## config.mk

```make
export PLATFORM = sky130hd
export DESIGN_NAME = lsp_rem
export DESIGN_NICKNAME = d
export VERILOG_FILES = /design/src/lsp_rem.sv
export SDC_FILE = /design/constraint.sdc
export NUM_CORES = 1
export LEC_CHECK = 0
export ABC_AREA = 1
export BUFFER_PORTS_ARGS = -buffer_cell sky130_fd_sc_hd__buf_4
export CAP_MARGIN = 5
export CORE_UTILIZATION = 50
export CTS_BUF_LIST = sky130_fd_sc_hd__clkbuf_16
export DETAILED_ROUTE_END_ITERATION = 7
export GPL_ROUTABILITY_DRIVEN = 0
export GPL_TIMING_DRIVEN = 0
export HOLD_SLACK_MARGIN = 0.15
export PLACE_DENSITY = 0.68
export SLEW_MARGIN = 20
export SYNTH_ARGS = -nofsm -noshare
export SYNTH_HDL_FRONTEND = slang
export SYNTH_SLANG_ARGS = --single-unit
```

## constraint.sdc

```tcl
create_clock -name clk -period 6.67 [get_ports clk]
set_clock_uncertainty 0.1 [all_clocks]
set_input_delay 0.3335 -clock clk [delete_from_list [all_inputs] [get_ports clk]]
set_output_delay 0.3335 -clock clk [all_outputs]
set_load 0.01 [all_outputs]
```

## src/lsp_rem.sv

```systemverilog
// Restoring remainder unit, one dividend bit per cycle.
module lsp_rem #(
  parameter int DW = 17,
  parameter int VW = 14
) (
  input  logic          clk,
  input  logic          rst,
  input  logic          start,
  input  logic [DW-1:0] dividend,
  input  logic [VW-1:0] divisor,
  output logic          done,
  output logic [VW-1:0] rem
);

  localparam int CW = $clog2(DW + 1);

  logic [DW-1:0] dvd;
  logic [VW-1:0] dvs;
  logic [CW-1:0] cnt;
  logic          busy;
  logic [VW:0]   trial;

  assign trial = {rem, dvd[DW-1]};

  // Shift in one bit, subtract when it fits
  always_ff @(posedge clk) begin
    if (rst) begin
      busy <= 1'b0;
      done <= 1'b0;
      cnt  <= '0;
    end else begin
      done <= 1'b0;
      if (start) begin
        busy <= 1'b1;
        dvd  <= dividend;
        dvs  <= divisor;
        rem  <= '0;
        cnt  <= CW'(DW);
      end else if (busy) begin
        dvd <= dvd << 1;
        if (trial >= {1'b0, dvs}) begin
          rem <= VW'(trial - {1'b0, dvs});
        end else begin
          rem <= trial[VW-1:0];
        end
        cnt <= cnt - 1'b1;
        if (cnt == CW'(1)) begin
          busy <= 1'b0;
          done <= 1'b1;
        end
      end
    end
  end

endmodule

```

## After elaboration in Yosys (flattened, before gate mapping)

Cells that the tools add are included.
W data, S select, Z words.

| storage, ports and cells | value |
|---|---|
| register bits | 52 |
| input bits | 34 |
| output and inout port bits | 15 |

| operators by class | value |
|---|---|
| add/subtract/negate cells | 2 |
| order comparisons | 1 |
| eq/ne operators | 1 |
| mux-type cells | 10 |
| bitwise logic cells | 2 |
| reductions and logical operators | 5 |

Operator list:

| operator | count |
|---|---|
| $mux W17 | 2 |
| $mux W14 | 2 |
| $ge A15 B14 Y1 | 1 |
| $sub A14 B14 Y14 | 1 |
| $mux W5 | 2 |
| $eq A5 B1 Y1 const B | 1 |
| $sub A5 B1 Y5 const B | 1 |
| $mux W1 | 4 |
| $reduce_and A2 Y1 | 2 |
| $reduce_or A3 Y1 | 1 |
| $not A1 Y1 | 2 |
| $reduce_bool A2 Y1 | 1 |
| $reduce_or A2 Y1 | 1 |

## Depth between registers and ports, before layout

| depth | value |
|---|---|
| word-level depth | 4 |
| gate-level depth with buffers | 14 |
| depth with buffers taken out | 13 |

## Worst setup path before layout

OpenSTA, ideal clock, no wires.

| timing path | value |
|---|---|
| kind | input to register |
| start | input port start |
| end | register dvd[0], enable pin |
| setup time | 431 ps |
| data arrival time | 2104 ps |
| data required time | 6139 ps |
| slack | 4035 ps |
| stages | 2 |
| path buffers | 0 |
| path through | clkinv_1 > a21oi_1 |

| between the ends | value |
|---|---|
| longest elaborated chain between the ends | 2 |

Ends and longest elaborated chain:

| element | line | source |
|---|---|---|
| start, declared | 8 | `input logic start,` |
| $reduce_bool A2 Y1 (no source line) | - |  |
| $reduce_and A2 Y1 (no source line) | - |  |
| end signal, assigned | 35 | `dvd <= dividend;` |
| end signal, assigned | 40 | `dvd <= dvd << 1;` |
| end, declared | 17 | `logic [DW-1:0] dvd;` |

Every way passes these cells.
A chain may end at the register's enable or synchronous reset.

## Worst setup path in the final report

| timing path | value |
|---|---|
| start | register rem[8] |
| end | register rem[5], data pin |

| between the ends | value |
|---|---|
| longest elaborated chain between the ends | 3 |

Ends and longest elaborated chain:

| element | line | source |
|---|---|---|
| start, declared | 12 | `output logic [VW-1:0] rem` |
| start signal, assigned | 42 | `rem <= VW'(trial - {1'b0, dvs});` |
| start signal, assigned | 44 | `rem <= trial[VW-1:0];` |
| $ge A15 B14 Y1 | 41 | `if (trial >= {1'b0, dvs}) begin` |
| $mux W14 | 41 |  |
| $mux W14 | 39 | `end else if (busy) begin` |

Every way passes these cells. The select of a mux whose other input is x is not followed.

==> metrics.md <==
| Metric | Value |
|---|---|
| DR iter-0 viols | 131 |
| YS warnings | 0 |
| Most frequent cells in the layout | nand2_1 (139), inv_1 (60), buf_4 (49) |
| Core Area | 6030 um2 |
| Worst vdd ir | 0.128 mV |
| Routed WL | 6650 um |
| Total grt overflow | 0 |
| H-tree depth | 2 |
| Total CTS buffers | 5 |
| Worst setup SP type | flop |
| Cts repair resizes | 0 |
| Clock Root Buffer | clkbuf_16 |
| Final setup violation count | 0 |
| Register-to-register setup slack | 4360 ps |
| P&R area growth vs syn | 24.4% |
| # port buffers | 48 |
| Commonest non-fill, non-tap cell in the layout | nand2_1 |
| FMAX | 0.433 GHz |
| Clock slew at reported path FFs | 70 ps |
| Ant. Diodes | 0 |
| CP max FO | 10 |
| Count of different cell masters after synthesis | 34 |
| Dpl ws | 4350 ps |
| Final TNS setup | 0 ps |
| Part of the Yosys area used for sequential elements | 46.7% |
| Max Cap Viol | 0 |
| Die ar. | 6710 um2 |
| Vias in the first global route | 2,450 |
| I/O Pins | 49 |
| First-pass GRT wire length | 10,800 um |
| Die Ht | 81.9 um |
| Crit. End Element | flop |
| Worst endpoint data arrival time | 2260 ps |
| Nets | 511 |
| Post-DR wirelength/cell | 12.4 um |
| Number of synthesized register bits | 52 |
| GRT Total Usage | 21.6% |
| Via count | 2,605 |
| Worst Tran Pin Value | 785 ps |
| Synth Instances | 390 |
| Worst R2R Start | rem[8]$_SDFFCE_PP0P_ |
| LEAKAGE | 0.00195 uW |
| Clock latency on the worst-skew pair | 290 ps |
| Largest net degree at the start of global routing | 23 |
| Syn_nets | 441 |
| Hold Fails Final Rpt | 0 |
| Crit Path Class | reg -> reg |
| Routed Antenna Nets | 0 |
| Pwr dens | 229 nW/um2 |
| Max Transition Viols Final | 0 |
| Rel. slew slack | 47.6% |
| PnR worst setup slack | 4360 ps |
| Placed instance area | 3690 um2 |
| Hold crit path type | in -> reg |
| DRC Markers | 0 |
| Overall die width | 81.9 um |
| Status | finished, final reports clean |
| CTS tree | yes |
| Avg Inst Size Synth | 8.19 um2 |
| Filler Cells Inserted | 530 |
| Via density | 4.86 |
| Antenna violations before repair | 0 |
| Synth Cell Area | 3190 um2 |
| Clock Sinks | 52 |
| Clock Tree Buf Depth | 2 |
| HP Start | rst |
| RSZ-0062 raised after global routing | no |
| Layout cells sized above 1 | 20.0% |
| DPL Wire Length | 5020 um |
| Reg-to-reg endpoint | rem[5]$_SDFFCE_PP0P_ |
| Number of cell rows | 28 |
| Worst hold path depth | 2 |
| Initial Util | 53.0% |
| Tcrit/Tclk final | 34.6% |
| Worst Reg-to-Reg Cells | 10 |
| Tmin final | 2310 ps |
| Critical path required time | 6620 ps |
| Fin area | 3970 um2 |
| Hold path endpoint | cnt[0]$_SDFFE_PP0N_ |
| First-pass DRT Iterations | 4 |
-- worst max-delay path, stage by stage, from the launching register on --
cell and delay (ps):
edfxtp_1 420, ha_1 400, nand2_1 150, inv_1 60, nand2_2 60, nand2_2 60, a21oi_4 240, nand3_4 210
buf_12 210, nor2_1 110, nor2_2 50
-- area by class of cell --
cell class	instances	area (um2)	area share [%]
buffer	6	42.5	1.07
clock buffer	5	125	3.15
multi-input combinational	268	1430	36.1
timing repair buffer	63	528	13.3
sequential	52	1490	37.6
inverter	64	240	6.05
tap	75	93.8	2.36
clock inverter	3	17.5	0.441
-- power by group --
group / switching, uW / internal (uW)
registers: 14.6 / 386
logic: 149 / 107
clock network: 114 / 139
-- kinds of logic (layout without fill, tap and decap cells) --
logic type                 after synthesis  count (layout)  share of synthesized area, %
adders and majority gates               17              17                          6.90
and+or+nand+nor                        230             230                          32.6
buffers and inverters                   70             141                          8.86
DFF                                     52              52                          46.7
AOI/OAI and AO/OA                       13              13                          2.78
xor gates and xnor gates                 8               8                          2.19
-- per-layer routing --
metal,track usage (%),up-vias,wire (um)
met1,27.6,1180,3010
met5,0,-,0
met3,3.22,4,209
met2,37.7,51,3380
li1,-,1370,-
met4,6.49,0,44
-- cells in the mapped netlist, drive strengths merged --
library cell  count  area share (%)
a211oi            1            0.24
a21oi             9             1.9
a31oi             1            0.20
and2              2            0.47
and3              1            0.20
buf               2            0.86
clkbuf            4            0.47
clkinv            1            0.12
dfxtp             7             4.4
edfxtp           45              42
fa                1            0.63
ha               16             6.3
inv              63             7.4
nand2           149              19
nand3            16             3.3
nand3b            1            0.24
nand4            10             2.0
nor2             48             7.0
nor3              3            0.82
o21bai            1            0.24
o31ai             1            0.24
xnor2             7             1.9
xor2              1            0.27
-- registers in the layout (all words and copies together), names as in the netlist --
name,count
busy,1
done,1
rem,14
dvd,17
cnt,5
dvs,14
-- what timing repair did --
| item | CTS | global route |
|---|---|---|
| buffers inserted | 0 | 0 |
| hold buffers | 14 | 0 |
| endpoints found under the hold margin | 14 | 0 |
| endpoints found under the setup margin | 0 | 0 |
-- metrics by stage --
| stage | cells | util [%] | power, uW | hold WS (ps) |
|---|---|---|---|---|
| finish | 536 | 65.9 | 909 | 168 |
| global route | 536 | 65.9 | 964 | 160 |
| CTS | 536 | 65.9 | 917 | 160 |
| detailed placement | 514 | 61.2 | 656 | 401 |
| global placement | 513 | 60.5 | 648 | 381 |
| floorplan | 390 | - | 583 | 303 |
-- worst max-delay path by stage --
stage                      endpoint  depth (start not counted)  slack, ps            startpoint
2_1_floorplan  dvd[0]$_SDFFCE_PN0P_                          2       4030                 start
3_3_place_gp   rem[3]$_SDFFCE_PP0P_                          3       3020                 start
3_5_place_dp   rem[5]$_SDFFCE_PP0P_                         10       4350  rem[8]$_SDFFCE_PP0P_
4_1_cts        rem[5]$_SDFFCE_PP0P_                         10       4340  rem[8]$_SDFFCE_PP0P_
5_1_grt        rem[5]$_SDFFCE_PP0P_                         10       4210  rem[8]$_SDFFCE_PP0P_
6_report       rem[5]$_SDFFCE_PP0P_                         10       4360  rem[8]$_SDFFCE_PP0P_
No activity file was read; power rests on OpenSTA's default activity.
